==> src/rtl/core/weighted_time_slot_scheduler_top_assert.svh <==
// assertion macros for the weighted time slot scheduler
// expects i_clk and i_rst_n in the scope of every use
`ifndef WEIGHTED_TIME_SLOT_SCHEDULER_TOP_ASSERT_SVH
`define WEIGHTED_TIME_SLOT_SCHEDULER_TOP_ASSERT_SVH

`ifndef SYNTHESIS

`define WTS_ASSERT(label, expr, msg) \
    label: assert property (@(posedge i_clk) disable iff (!i_rst_n) (expr)) else $error(msg);

`define WTS_ASSERT_NEXT(label, ante, cons, msg) \
    label: assert property (@(posedge i_clk) disable iff (!i_rst_n) (ante) |=> (cons)) \
        else $error(msg);

`else

`define WTS_ASSERT(label, expr, msg)

`define WTS_ASSERT_NEXT(label, ante, cons, msg)

`endif

`endif

==> src/rtl/core/wtss_pkg.sv <==
// shared types and constants of the weighted time slot scheduler
// no dependencies
`timescale 1ns / 1ps
`default_nettype none

package wtss_pkg;

    localparam int MAX_CLIENTS = 16;
    localparam int IDX_W       = (MAX_CLIENTS > 1) ? $clog2(MAX_CLIENTS) : 1;
    localparam int CNT_W       = $clog2(MAX_CLIENTS + 1);
    localparam int DATA_W      = 16;
    localparam int ENTRY_W     = 2 * DATA_W;
    localparam int TICK_STEPS  = DATA_W + 1;
    localparam int BIT_W       = $clog2(TICK_STEPS + 1);

    localparam logic [DATA_W-1:0] WEIGHT_LIMIT_RST  = 16'd100;
    localparam logic [DATA_W-1:0] CLOCK_MODULUS_RST = 16'd100;

    typedef enum logic [1:0] {
        OP_ADD    = 2'd0,
        OP_REMOVE = 2'd1,
        OP_CHECK  = 2'd2,
        OP_TICK   = 2'd3
    } t_op;

    typedef enum logic [1:0] {
        ST_OK   = 2'd0,
        ST_ERR  = 2'd1,
        ST_MISS = 2'd2
    } t_status;

    typedef enum logic [0:0] {
        CFG_WEIGHT_LIMIT  = 1'b0,
        CFG_CLOCK_MODULUS = 1'b1
    } t_cfg_idx;

    typedef enum logic [1:0] {
        RES_OK    = 2'd0,
        RES_ERR   = 2'd1,
        RES_MISS  = 2'd2,
        RES_CHECK = 2'd3
    } t_res_sel;

    typedef struct packed {
        logic     load;
        logic     idx_inc;
        logic     base_cap;
        logic     add_commit;
        logic     shift_wr;
        logic     rem_commit;
        logic     tick_step;
        logic     tick_commit;
        logic     res_en;
        t_res_sel res_sel;
    } t_cmd;

    typedef struct packed {
        t_op  op;
        logic at_end;
        logic hit;
        logic add_ok;
        logic tick_ready;
        logic out_free;
    } t_stat;

endpackage

`default_nettype wire

==> src/rtl/core/wtss_ram.sv <==
// generic single write port, single read port ram with registered read
// no dependencies
`timescale 1ns / 1ps
`default_nettype none

module wtss_ram #(
    parameter int WIDTH  = 32,
    parameter int DEPTH  = 16,
    parameter int ADDR_W = (DEPTH > 1) ? $clog2(DEPTH) : 1
) (
    input  wire logic              i_clk,
    input  wire logic              i_wr_en,
    input  wire logic [ADDR_W-1:0] i_wr_addr,
    input  wire logic [WIDTH-1:0]  i_wr_data,
    input  wire logic [ADDR_W-1:0] i_rd_addr,
    output logic      [WIDTH-1:0]  o_rd_data
);

    logic [WIDTH-1:0] r_mem [DEPTH];

    always_ff @(posedge i_clk) begin
        if (i_wr_en) begin
            r_mem[i_wr_addr] <= i_wr_data;
        end
        o_rd_data <= r_mem[i_rd_addr];
    end

endmodule

`default_nettype wire

==> src/rtl/core/wtss_ctrl.sv <==
// controller state machine of the weighted time slot scheduler
// depends on wtss_pkg and the assertion macro header
`timescale 1ns / 1ps
`default_nettype none

`include "weighted_time_slot_scheduler_top_assert.svh"

module wtss_ctrl (
    input  wire logic           i_clk,
    input  wire logic           i_rst_n,
    input  wire logic           i_s_tvalid,
    input  wire logic [1:0]     i_s_tuser,
    output logic                o_s_tready,
    input  wire wtss_pkg::t_stat i_stat,
    output wtss_pkg::t_cmd      o_cmd
);

    typedef enum logic [1:0] {
        S_IDLE,
        S_SCAN,
        S_SHIFT,
        S_TICK
    } t_state;

    t_state r_state;
    t_state n_state;

    assign o_s_tready = (r_state == S_IDLE);

    always_comb begin
        n_state = r_state;
        o_cmd   = '0;
        unique case (r_state)
            S_IDLE: begin
                if (i_s_tvalid) begin
                    o_cmd.load = 1'b1;
                    n_state = (wtss_pkg::t_op'(i_s_tuser) == wtss_pkg::OP_TICK) ? S_TICK : S_SCAN;
                end
            end
            S_SCAN: begin
                priority if (i_stat.at_end) begin
                    if (i_stat.out_free) begin
                        o_cmd.res_en = 1'b1;
                        n_state = S_IDLE;
                        unique case (i_stat.op)
                            wtss_pkg::OP_ADD: begin
                                if (i_stat.add_ok) begin
                                    o_cmd.add_commit = 1'b1;
                                    o_cmd.res_sel    = wtss_pkg::RES_OK;
                                end else begin
                                    o_cmd.res_sel    = wtss_pkg::RES_ERR;
                                end
                            end
                            wtss_pkg::OP_REMOVE: o_cmd.res_sel = wtss_pkg::RES_ERR;
                            wtss_pkg::OP_CHECK:  o_cmd.res_sel = wtss_pkg::RES_MISS;
                            wtss_pkg::OP_TICK:   o_cmd.res_sel = wtss_pkg::RES_OK;
                        endcase
                    end
                end else if (i_stat.hit) begin
                    unique case (i_stat.op)
                        wtss_pkg::OP_REMOVE: begin
                            o_cmd.idx_inc = 1'b1;
                            n_state = S_SHIFT;
                        end
                        wtss_pkg::OP_CHECK: begin
                            if (i_stat.out_free) begin
                                o_cmd.res_en  = 1'b1;
                                o_cmd.res_sel = wtss_pkg::RES_CHECK;
                                n_state = S_IDLE;
                            end
                        end
                        wtss_pkg::OP_ADD, wtss_pkg::OP_TICK: begin
                            if (i_stat.out_free) begin
                                o_cmd.res_en  = 1'b1;
                                o_cmd.res_sel = wtss_pkg::RES_ERR;
                                n_state = S_IDLE;
                            end
                        end
                    endcase
                end else begin
                    o_cmd.base_cap = 1'b1;
                    o_cmd.idx_inc  = 1'b1;
                end
            end
            S_SHIFT: begin
                if (i_stat.at_end) begin
                    if (i_stat.out_free) begin
                        o_cmd.rem_commit = 1'b1;
                        o_cmd.res_en     = 1'b1;
                        o_cmd.res_sel    = wtss_pkg::RES_OK;
                        n_state = S_IDLE;
                    end
                end else begin
                    o_cmd.shift_wr = 1'b1;
                    o_cmd.idx_inc  = 1'b1;
                end
            end
            S_TICK: begin
                if (i_stat.tick_ready) begin
                    if (i_stat.out_free) begin
                        o_cmd.tick_commit = 1'b1;
                        o_cmd.res_en      = 1'b1;
                        o_cmd.res_sel     = wtss_pkg::RES_OK;
                        n_state = S_IDLE;
                    end
                end else begin
                    o_cmd.tick_step = 1'b1;
                end
            end
            default: n_state = S_IDLE;
        endcase
    end

    always_ff @(posedge i_clk) begin
        if (!i_rst_n) begin
            r_state <= S_IDLE;
        end else begin
            r_state <= n_state;
        end
    end

    `WTS_ASSERT_NEXT(a_accept_leaves_idle, (r_state == S_IDLE) && i_s_tvalid, r_state != S_IDLE, "accepted transaction did not start work")
    `WTS_ASSERT(a_shift_only_on_remove, (r_state == S_SHIFT) |-> (i_stat.op == wtss_pkg::OP_REMOVE), "table shift outside a remove")

endmodule

`default_nettype wire

==> src/rtl/core/wtss_dp.sv <==
// datapath of the weighted time slot scheduler: table ram, counters, slot clock,
// bit-serial remainder unit, configuration and result registers; depends on wtss_pkg
`timescale 1ns / 1ps
`default_nettype none

`include "weighted_time_slot_scheduler_top_assert.svh"

module wtss_dp (
    input  wire logic                        i_clk,
    input  wire logic                        i_rst_n,
    input  wire wtss_pkg::t_cmd              i_cmd,
    output wtss_pkg::t_stat                  o_stat,
    input  wire logic [31:0]                 i_s_tdata,
    input  wire logic [1:0]                  i_s_tuser,
    input  wire logic                        i_cfg_valid,
    input  wire logic                        i_cfg_addr,
    input  wire logic [wtss_pkg::DATA_W-1:0] i_cfg_data,
    input  wire logic                        i_m_tready,
    output logic                             o_m_tvalid,
    output logic [23:0]                      o_m_tdata
);

    localparam int DW = wtss_pkg::DATA_W;
    localparam int CW = wtss_pkg::CNT_W;
    localparam int IW = wtss_pkg::IDX_W;
    localparam int BW = wtss_pkg::BIT_W;

    wtss_pkg::t_op   r_op;
    logic [DW-1:0]   r_id;
    logic [DW-1:0]   r_w;
    logic [CW-1:0]   r_idx;
    logic [CW-1:0]   n_idx;
    logic [CW-1:0]   r_count;
    logic [DW-1:0]   r_base;
    logic [DW-1:0]   r_wtotal;
    logic [DW-1:0]   r_clock;
    logic [DW-1:0]   r_limit;
    logic [DW-1:0]   r_mod;
    logic [DW:0]     r_div;
    logic [DW:0]     r_rem;
    logic [BW-1:0]   r_bit;
    logic            r_m_valid;
    wtss_pkg::t_status r_m_status;
    logic [DW-1:0]   r_m_clock;

    logic [wtss_pkg::ENTRY_W-1:0] rd_data;
    logic [wtss_pkg::ENTRY_W-1:0] wr_data;
    logic [IW-1:0]                wr_addr;
    logic                         wr_en;
    logic [DW-1:0]                rd_id;
    logic [DW-1:0]                rd_total;
    logic [CW-1:0]                idx_prev;
    logic [DW:0]                  add_sum;
    logic [DW:0]                  wsum;
    logic [DW:0]                  rem_shift;
    logic [DW:0]                  rem_next;
    logic [DW-1:0]                shift_total;
    logic [DW-1:0]                tick_val;
    logic [DW:0]                  check_hi;
    logic                         in_slot;
    logic                         mod_zero;
    logic                         out_free;
    wtss_pkg::t_status            res_status;

    assign rd_id       = rd_data[wtss_pkg::ENTRY_W-1:DW];
    assign rd_total    = rd_data[DW-1:0];
    assign idx_prev    = r_idx - CW'(1);
    assign add_sum     = {1'b0, r_base} + {1'b0, r_w};
    assign wsum        = {1'b0, r_wtotal} + {1'b0, r_w};
    assign shift_total = (rd_total > r_w) ? (rd_total - r_w) : '0;
    assign rem_shift   = {r_rem[DW-1:0], r_div[DW]};
    assign rem_next    = (rem_shift >= {1'b0, r_mod}) ? (rem_shift - {1'b0, r_mod}) : rem_shift;
    assign mod_zero    = (r_mod == '0);
    assign tick_val    = mod_zero ? r_div[DW-1:0] : r_rem[DW-1:0];
    assign check_hi    = {1'b0, r_clock} + {1'b0, r_w};
    assign in_slot     = ({1'b0, rd_total} <= check_hi) && (r_clock < rd_total);
    assign out_free    = !r_m_valid || i_m_tready;

    always_comb begin
        priority if (i_cmd.load) begin
            n_idx = '0;
        end else if (i_cmd.idx_inc) begin
            n_idx = r_idx + CW'(1);
        end else begin
            n_idx = r_idx;
        end
    end

    assign wr_en   = i_cmd.add_commit || i_cmd.shift_wr;
    assign wr_addr = i_cmd.add_commit ? r_count[IW-1:0] : idx_prev[IW-1:0];
    assign wr_data = i_cmd.add_commit ? {r_id, add_sum[DW-1:0]} : {rd_id, shift_total};

    wtss_ram #(
        .WIDTH (wtss_pkg::ENTRY_W),
        .DEPTH (wtss_pkg::MAX_CLIENTS),
        .ADDR_W(IW)
    ) u_table (
        .i_clk    (i_clk),
        .i_wr_en  (wr_en),
        .i_wr_addr(wr_addr),
        .i_wr_data(wr_data),
        .i_rd_addr(n_idx[IW-1:0]),
        .o_rd_data(rd_data)
    );

    always_comb begin
        unique case (i_cmd.res_sel)
            wtss_pkg::RES_OK:    res_status = wtss_pkg::ST_OK;
            wtss_pkg::RES_ERR:   res_status = wtss_pkg::ST_ERR;
            wtss_pkg::RES_MISS:  res_status = wtss_pkg::ST_MISS;
            wtss_pkg::RES_CHECK: res_status = in_slot ? wtss_pkg::ST_OK : wtss_pkg::ST_MISS;
        endcase
    end

    assign o_stat.op         = r_op;
    assign o_stat.at_end     = (r_idx == r_count);
    assign o_stat.hit        = (r_idx != r_count) && (rd_id == r_id);
    assign o_stat.add_ok     = (r_count < CW'(wtss_pkg::MAX_CLIENTS)) &&
                               (add_sum <= {1'b0, r_limit});
    assign o_stat.tick_ready = mod_zero || (r_bit == BW'(wtss_pkg::TICK_STEPS));
    assign o_stat.out_free   = out_free;

    always_ff @(posedge i_clk) begin
        if (!i_rst_n) begin
            r_idx     <= '0;
            r_count   <= '0;
            r_wtotal  <= '0;
            r_clock   <= '0;
            r_limit   <= wtss_pkg::WEIGHT_LIMIT_RST;
            r_mod     <= wtss_pkg::CLOCK_MODULUS_RST;
            r_bit     <= '0;
            r_m_valid <= 1'b0;
        end else begin
            r_idx <= n_idx;
            if (i_cfg_valid) begin
                unique case (wtss_pkg::t_cfg_idx'(i_cfg_addr))
                    wtss_pkg::CFG_WEIGHT_LIMIT:  r_limit <= i_cfg_data;
                    wtss_pkg::CFG_CLOCK_MODULUS: r_mod   <= i_cfg_data;
                endcase
            end
            if (i_cmd.load) begin
                r_bit <= '0;
            end else if (i_cmd.tick_step) begin
                r_bit <= r_bit + BW'(1);
            end
            if (i_cmd.add_commit) begin
                r_count  <= r_count + CW'(1);
                r_wtotal <= wsum[DW] ? '1 : wsum[DW-1:0];
            end else if (i_cmd.rem_commit) begin
                r_count  <= r_count - CW'(1);
                r_wtotal <= (r_wtotal > r_w) ? (r_wtotal - r_w) : '0;
            end
            if (i_cmd.tick_commit) begin
                r_clock <= tick_val;
            end
            if (i_cmd.res_en) begin
                r_m_valid <= 1'b1;
            end else if (i_m_tready) begin
                r_m_valid <= 1'b0;
            end
        end
    end

    always_ff @(posedge i_clk) begin
        if (i_cmd.load) begin
            r_op   <= wtss_pkg::t_op'(i_s_tuser);
            r_id   <= i_s_tdata[DW-1:0];
            r_w    <= i_s_tdata[2*DW-1:DW];
            r_base <= '0;
            r_div  <= {1'b0, r_clock} + {{DW{1'b0}}, 1'b1};
            r_rem  <= '0;
        end else begin
            if (i_cmd.base_cap) begin
                r_base <= rd_total;
            end
            if (i_cmd.tick_step) begin
                r_rem <= rem_next;
                r_div <= {r_div[DW-1:0], 1'b0};
            end
        end
        if (i_cmd.res_en) begin
            r_m_status <= res_status;
            r_m_clock  <= i_cmd.tick_commit ? tick_val : r_clock;
        end
    end

    assign o_m_tvalid = r_m_valid;
    assign o_m_tdata  = {6'd0, r_m_clock, r_m_status};

    `WTS_ASSERT(a_count_in_range, r_count <= CW'(wtss_pkg::MAX_CLIENTS), "entry count above table depth")
    `WTS_ASSERT(a_add_has_room, i_cmd.add_commit |-> (r_count < CW'(wtss_pkg::MAX_CLIENTS)), "append into a full table")
    `WTS_ASSERT(a_remove_not_empty, i_cmd.rem_commit |-> (r_count != '0), "remove from an empty table")
    `WTS_ASSERT(a_result_not_lost, i_cmd.res_en |-> out_free, "result written over a pending result")

endmodule

`default_nettype wire

==> src/rtl/core/weighted_time_slot_scheduler_top.sv <==
// top level of the weighted time slot scheduler
// depends on wtss_pkg, wtss_ctrl, wtss_dp and wtss_ram
`timescale 1ns / 1ps
`default_nettype none

// One operation is taken at a time and gives exactly one result. An add, remove
// or check walks the client table through its single read port, one entry per
// cycle, and ends early when a check or a duplicate add hits; a remove moves the
// later entries down within the same walk. A tick runs the 17-step bit-serial
// remainder unit, which is skipped when the clock modulus is zero. A new operation
// is accepted once the previous one has finished, even while its result still
// waits in the output register.

module weighted_time_slot_scheduler_top (
    input  wire logic        i_clk,
    input  wire logic        i_rst_n,
    input  wire logic        i_s_tvalid,
    output logic             o_s_tready,
    input  wire logic [31:0] i_s_tdata,   // owner_id [15:0], weight [31:16]
    input  wire logic [1:0]  i_s_tuser,   // operation [1:0]
    output logic             o_m_tvalid,
    input  wire logic        i_m_tready,
    output logic [23:0]      o_m_tdata,   // status [1:0], slot_clock [17:2], zero [23:18]
    input  wire logic        i_cfg_valid,
    output logic             o_cfg_ready,
    input  wire logic        i_cfg_addr,
    input  wire logic [15:0] i_cfg_data
);

    wtss_pkg::t_cmd  cmd;
    wtss_pkg::t_stat stat;

    assign o_cfg_ready = 1'b1;

    wtss_ctrl u_ctrl (
        .i_clk     (i_clk),
        .i_rst_n   (i_rst_n),
        .i_s_tvalid(i_s_tvalid),
        .i_s_tuser (i_s_tuser),
        .o_s_tready(o_s_tready),
        .i_stat    (stat),
        .o_cmd     (cmd)
    );

    wtss_dp u_dp (
        .i_clk      (i_clk),
        .i_rst_n    (i_rst_n),
        .i_cmd      (cmd),
        .o_stat     (stat),
        .i_s_tdata  (i_s_tdata),
        .i_s_tuser  (i_s_tuser),
        .i_cfg_valid(i_cfg_valid),
        .i_cfg_addr (i_cfg_addr),
        .i_cfg_data (i_cfg_data),
        .i_m_tready (i_m_tready),
        .o_m_tvalid (o_m_tvalid),
        .o_m_tdata  (o_m_tdata)
    );

endmodule

`default_nettype wire
==> config.mk <==
export PLATFORM = sky130hd
export DESIGN_NAME = weighted_time_slot_scheduler_top
export DESIGN_NICKNAME = d
export VERILOG_FILES = /design/src/rtl/core/wtss_pkg.sv /design/src/rtl/core/wtss_ram.sv /design/src/rtl/core/wtss_ctrl.sv /design/src/rtl/core/wtss_dp.sv /design/src/rtl/core/weighted_time_slot_scheduler_top.sv
export VERILOG_INCLUDE_DIRS = /design/src /design/src/rtl/core
export SDC_FILE = /design/constraint.sdc
export NUM_CORES = 1
export LEC_CHECK = 0
export BUFFER_PORTS_ARGS = -buffer_cell sky130_fd_sc_hd__buf_2
export CAP_MARGIN = 20
export CORE_ASPECT_RATIO = 1.2
export CORE_MARGIN = 3
export CORE_UTILIZATION = 35
export DETAILED_ROUTE_END_ITERATION = 8
export HOLD_SLACK_MARGIN = 0.1
export PLACE_DENSITY = 0.62
export SLEW_MARGIN = 5
export SYNTH_ARGS = -nofsm -noshare
export SYNTH_HDL_FRONTEND = slang
export SYNTH_SLANG_ARGS = --single-unit
export TNS_END_PERCENT = 100
==> constraint.sdc <==
create_clock -name i_clk -period 8.9 [get_ports i_clk]
set_input_delay 0.445 -clock i_clk [delete_from_list [all_inputs] [get_ports i_clk]]
set_output_delay 0.445 -clock i_clk [all_outputs]
set_load 0.01 [all_outputs]
### After elaboration in Yosys (flattened, before gate mapping)

Memory sizes are Yosys's and may differ from the RTL's. A register that Yosys moved wholly into a read port is not among the register bits.
Cells that the tools add are included.

* add/subtract/negate cells: 10
* magnitude comparators: 6
* muxes and demuxes: 58
* reduce and logical (&&, ||, !) cells: 20
* $mul: 0
* bitwise logic cells: 2
* div/mod/pow operators: 0
* equality and inequality tests: 18
* shift operators: 0

Operators with widths (count)
* $mux W16: 4
* $add A16 B16 Y17: 2
* $mux W17: 2
* $mux W32: 1
* $sub A16 B16 Y16: 2
* $mux W2: 12
* $pmux W2 S4: 3
* $mux W3: 7
* $mux W4: 5
* $mux W1: 18
* $add A16 B1 Y17 const B: 1
* $ge A17 B16 Y1: 1
* $le A16 B17 Y1: 1
* $le A17 B16 Y1: 1
* $eq A16 B16 Y1: 1
* $gt A16 B16 Y1: 1
* $logic_not A16 Y1: 1
* $lt A16 B16 Y1: 1
* $add A5 B1 Y5 const B: 3
* $eq A2 B2 Y1 const B: 7
* $mux W5: 2
* $pmux W3 S3: 1
* $eq A2 B1 Y1 const B: 3
* $logic_not A2 Y1: 3
* 20 further kinds: 31

* output and inout port bits: 27
* memory bits (writable): 512
* flip-flop bits (word level): 167
* ROM bits: 0
* memories kept: 1
* input bits: 56
* bits in latches: 0

Memories
* u_dp.u_table.r_mem: depth 16, width 32, read ports 1, clocked after Yosys merged registers in 1, wr ports 1, line wtss_ram.sv:19 `logic [WIDTH-1:0] r_mem [DEPTH];`

### Logic depth before layout (Yosys ltp)

* depth in word-level cells: 11
* gate-level depth with buffers: 25

### By module

From an unflattened synthesis, not the netlist that was laid out.

* cells, all modules: 2125
* area, all modules: 31494.0 µm²

Modules (own cells, without submodules)
* wtss_ram: sequential area each 16015.4 µm², instances 1, cells an instance 838, area an instance 19835.3 µm²
* wtss_dp: sequential area each 3993.8 µm², instances 1, cells an instance 1231, area an instance 11244.5 µm²
* wtss_ctrl: sequential area each 40.0 µm², instances 1, cells an instance 54, area an instance 402.9 µm²
* weighted_time_slot_scheduler_top: sequential area each 0.0 µm², instances 1, cells an instance 2, area an instance 11.3 µm²

### Worst setup path before layout

OpenSTA, ideal clock, no wires.

* path kind: register to register
* from: reg u_dp.r_w[0]
* to: mem u_dp.u_table.r_mem[4][0], enable pin
* required time: 8.430 ns
* library setup time: 0.470 ns
* cell stages (with the launch flop): 22
* path slack: 2.048 ns
* arrival: 6.382 ns
* cell sequence: edfxtp_1 > ha_1 > fa_1 > a21oi_1 > or3b_2 > and3_1 > o311ai_0 > a21oi_1 > o21bai_1 > a21oi_1 > xor2_1 > inv_1 > ha_1 > nand4_1 > nor2_1 > a41oi_1 > o31ai_1 > o211ai_1 > or2_2 > clkbuf_1 > or3_1 > a21boi_0

* word-level cells in the longest chain between the ends: 11
* elaborated cells between the ends (all ways): 12
* classes of those cells: add/sub: 1; order compare: 1; mux: 8; reduce/logical: 2

RTL lines
* from (decl): line wtss_dp.sv:30 `logic [DW-1:0] r_w;`
* from (signal assigned): line wtss_dp.sv:168 `r_w <= i_s_tdata[2*DW-1:DW];`
* $add A16 B16 Y17 *: line wtss_dp.sv:68 `assign add_sum = {1'b0, r_base} + {1'b0, r_w};`
* $le A17 B16 Y1 *: line wtss_dp.sv:119 `(add_sum <= {1'b0, r_limit});`
* $logic_and A1 B1 Y1 *: line wtss_dp.sv:118 `assign o_stat.add_ok = (r_count < CW'(wtss_pkg::MAX_CLIENTS)) &&`
* $mux W1 *: line wtss_ctrl.sv:47 `if (i_stat.add_ok) begin`
* $mux W1 *: line wtss_ctrl.sv:45 `unique case (i_stat.op)`
* $mux W1 *: line wtss_ctrl.sv:42 `if (i_stat.out_free) begin`
* $mux W1 *: line wtss_ctrl.sv:41 `priority if (i_stat.at_end) begin`
* $mux W2 *: line wtss_ctrl.sv:33 `unique case (r_state)`
* $logic_or A1 B1 Y1: line wtss_dp.sv:89 `assign wr_en = i_cmd.add_commit || i_cmd.shift_wr;`
* $mux W1: line wtss_ram.sv:22 `if (i_wr_en) begin`
* $mux W1 (not written as such): line wtss_ram.sv:23 `r_mem[i_wr_addr] <= i_wr_data;`
* to (decl): line wtss_ram.sv:19

Every way passes the cells marked *; elsewhere a longest branch is shown, timed or not.

### Final worst setup path

* from: reg u_dp.r_w[0]
* to: mem u_dp.u_table.r_mem[11][20], enable pin

Same word-level chain as after synthesis.

==> results.json <==
{
  "status": "finished, final reports clean",
  "synth_top_family_by_area": "compound AO/OA/AOI/OAI gates",
  "post-route-period-util_pct": 76.4,
  "slew_headroom_pct": 25.3,
  "r2r_setup_slack_ns": 2.10,
  "grt_overflow": 0,
  "hold_violations": 0,
  "dpl_cell_area_um2": 34300,
  "timing.rr.end": "u_dp.u_table.r_mem[11][20]",
  "ios": 83,
  "ys_types": 79,
  "synth-seq-cells": 711,
  "initial_core_util_pct": 35.5,
  "grt_pass1_wl_um": 127000,
  "hold_path_depth": 3,
  "antenna_found_initial": 3,
  "finalMaxSlewViolations": 0,
  "clkTransAtPathRegs_ns": 0.06,
  "synth_fa_ha_area_share_pct": 5.18,
  "r2r_start": "u_dp.r_w[0]",
  "synthesis.area_um2": 32400,
  "wl_per_cell_um": 21.5,
  "ant_nets": 0,
  "post_cts_buffers": 0,
  "clock_tree.buffer_depth": 3,
  "rsz0062_at_grt": "no",
  "track_usage_pct": 17.1,
  "syn_inst": 2492,
  "die-area_um2": 96200,
  "cts_tree": "built",
  "ir_worst_vdd_mv": 0.172,
  "cts_root_buffer": "clkbuf_16",
  "ys_warn_count": 0,
  "drt_first_pass_iters": 5,
  "grt_pass1_vias": 21100,
  "synth_xor_xnor_area_share_pct": 2.62,
  "port_buffers": 75,
  "core_area_um2": 91300,
  "setup.worst_path.class": "flip-flop to flip-flop",
  "holdBufCountCts": 47,
  "drc": 0,
  "synth_edf_count": 581,
  "cp.arrival_ns": 7.13,
  "cp-start-kind": "flip-flop",
  "fin_skew_ns": 0.0505,
  "vias": 20500,
  "syn_area_per_cell_um2": 13.0,
  "critPathRequiredTime_ns": 9.23,
  "dpl.hpwl_um": 55200,
  "power_density_nw_per_um2": 299,
  "synth_compound_area_share_pct": 9.22,
  "cts_buffers": 76,
  "synth-async-reset-ratio_pct": 0,
  "wirelength_um": 83900,
  "fillers": 8393,
  "min_to": "u_dp.r_mod[6]",
  "grt_max_degree": 121,
  "hold_start": "i_cfg_data[6]",
  "syn2layout_area_growth_pct": 15.5,
  "crit_path_max_fanout": 38,
  "fin_nets": 2801,
  "cts_max_level": 3,
  "synth-simple-area-share_pct": 9.17,
  "max_freq_ghz": 0.147,
  "synthMuxAreaShare_pct": 8.88,
  "reg2reg_depth": 21,
  "leakage_nw": 13.4,
  "worst_slew_pin_slew_ns": 1.12,
  "vias_per_cell": 5.25,
  "clock_sinks": 711,
  "std_cell_rows": 121,
  "clk_latency_ns": 0.65,
  "layout-drive-gt1-share_pct": 13.6,
  "drt_iter0_markers": 1809,
  "ys.flop_type": "edfxtp_1",
  "final-setup-viol-count": 0,
  "die_w_um": 284,
  "yosysSeqAreaShare_pct": 61.9,
  "tns_ns": 0,
  "die_y_um": 339,
  "cap_violations": 0,
  "cts_resized": 0,
  "fin_crit_ns": 6.80,
  "routabilityCongestion": 0.946,
  "end_kind": "flip-flop",
  "hp-class": "input port to flip-flop",
  "power_mw": 11.2,
  "fin_area_um2": 37400
}
[Yosys cell counts, drive strengths merged (9+ instances only)]
library cell,number,area (µm²)
edfxtp,581,17400
nand2,262,986
mux2i,169,1690
dfxtp,130,2600
ha,126,1580
a21oi,125,626
nor2,115,432
inv,98,368
mux2,98,1180
clkbuf,72,270
o21ai,69,345
o22ai,65,407
xor2,52,455
buf,48,329
xnor2,44,393
nand3,38,190
a21o,34,255
a222oi,32,320
or4b,32,320
a21boi,30,225
and2,29,186
nand4,29,181
nor3,28,151
nor2b,18,113
o211ai,14,105
nand2b,13,81.3
nor4,10,68.8
and3,9,56.3
o21bai,9,67.6
or2,9,56.3
or3,9,56.3
[layout make-up]
cell class,instances,area (µm²),area share [%]
Tap cell,1230,1540,4.11
Clock buffer,94,2050,5.48
Inverter,99,372,0.993
Multi-Input combinational cell,1567,11600,31.1
Antenna cell,2,5.00,0.0134
Sequential cell,711,20000,53.6
Timing Repair Buffer,159,1190,3.18
Clock inverter,44,562,1.50
[cell usage in the layout, fill, tap and decap left out, types with 9 or more instances in the layout]
cell type      instances
buf_2                 75
dfxtp_1              130
or3_1                  9
ha_1                 126
inv_1                 98
o21ai_0               60
nand3_1               37
or4b_1                32
a222oi_1              32
clkinv_1              11
nor2b_1               18
nor3_1                27
nand2b_1              13
nor4_1                 9
clkbuf_16             78
buf_4                 32
mux2i_1              169
o211ai_1              14
and2_1                27
edfxtp_1             581
bufinv_16              9
nand4_1               29
a21boi_0              27
clkinv_2              11
nor2_1               111
clkbuf_1              12
mux2_4                21
nand2_1              261
a21o_1                34
or2_2                  9
mux2_2                72
a21oi_1              125
o21bai_1               9
dlygate4sd3_1         47
xnor2_1               43
o22ai_1               64
xor2_1                52
[logic make-up (layout without fill, tap and decap cells)]
kind of cell	count (synthesis)	count (layout)
flops	711	711
buf+inv	219	396
mux	267	267
simple gates	612	612
fa+ha+maj	131	131
other cells	2	9
compound gates	454	454
xor+xnor	96	96
[per-stage QoR]
| step | cells | hold WS (ns) | util, % | setup slack, ns |
|---|---|---|---|---|
| 4_1_cts | 3902 | 0.100 | 40.9 | 2.06 |
| 5_1_grt | 3905 | 0.108 | 41.0 | 1.71 |
| 3_5_place_dp | 3717 | 0.467 | 37.6 | 2.07 |
| 3_3_place_gp | 3716 | 0.464 | 37.5 | 2.16 |
| 2_1_floorplan | 2497 | 0.443 | - | 2.05 |
| 6_report | 3906 | 0.134 | 41.0 | 2.10 |
[per-layer routing]
metal / up-vias / track usage, % / wire length (µm)
met5: - / 0 / 0
met4: 0 / 6.11 / 2920
met3: 167 / 2.48 / 4010
met2: 570 / 30.1 / 42100
met1: 10200 / 21.4 / 34900
li1: 9578 / - / -
[registers in the layout (all words and copies together) (netlist names)]
| register | cells |
|---|---|
| u_dp.r_id | 16 |
| u_dp.r_rem | 16 |
| u_dp.r_bit | 5 |
| u_dp.r_mod | 16 |
| u_dp.u_table.o_rd_data | 32 |
| u_dp.r_count | 5 |
| u_dp.r_idx | 5 |
| u_dp.r_m_clock | 16 |
| u_dp.r_clock | 16 |
| u_dp.r_w | 16 |
| u_ctrl.r_state | 2 |
| u_dp.r_div | 17 |
| u_dp.r_base | 16 |
| u_dp.r_op | 2 |
| u_dp.u_table.r_mem | 512 |
| u_dp.o_m_tvalid | 1 |
| u_dp.r_m_status | 2 |
| u_dp.r_limit | 16 |
[worst max path at each step]
stage	from	to	slack, ns	cells past startpoint
final	u_dp.r_w[0]	u_dp.u_table.r_mem[11][20]	2.10	21
after global routing	u_dp.r_w[1]	u_dp.u_table.r_mem[13][21]	1.71	19
after CTS	u_dp.r_w[0]	u_dp.u_table.r_mem[13][29]	2.06	21
after detailed placement	u_dp.r_w[0]	u_dp.u_table.r_mem[13][16]	2.07	21
after global placement	u_dp.r_w[0]	u_dp.u_table.r_mem[3][24]	2.16	21
after floorplan	u_dp.r_w[0]	u_dp.u_table.r_mem[4][0]	2.05	21
[power breakdown]
group	internal, mW	switching [mW]	leakage [nW]
combinational	1.09	2.10	5.77
sequential	4.46	0.275	6.37
clock	1.92	1.34	1.26
total	7.48	3.72	13.4
[critical path, cell delays in order (launching register included)]
cell and delay (ns):
edfxtp_1 0.40, ha_1 0.22, fa_1 0.23, a21oi_1 0.10
or3b_2 0.48, and3_1 0.22, o311ai_0 0.34, a21oi_1 0.16
o21bai_1 0.15, a21oi_1 0.09, xor2_1 0.20, inv_1 0.08
ha_1 0.29, nand4_1 0.09, nor2_1 0.17, a41oi_1 0.13
o31ai_1 0.08, o211ai_1 0.31, nor2_4 0.89, nand3_1 0.47
o21ai_4 1.00, buf_4 0.37
Power figures use the tool's default switching activity.
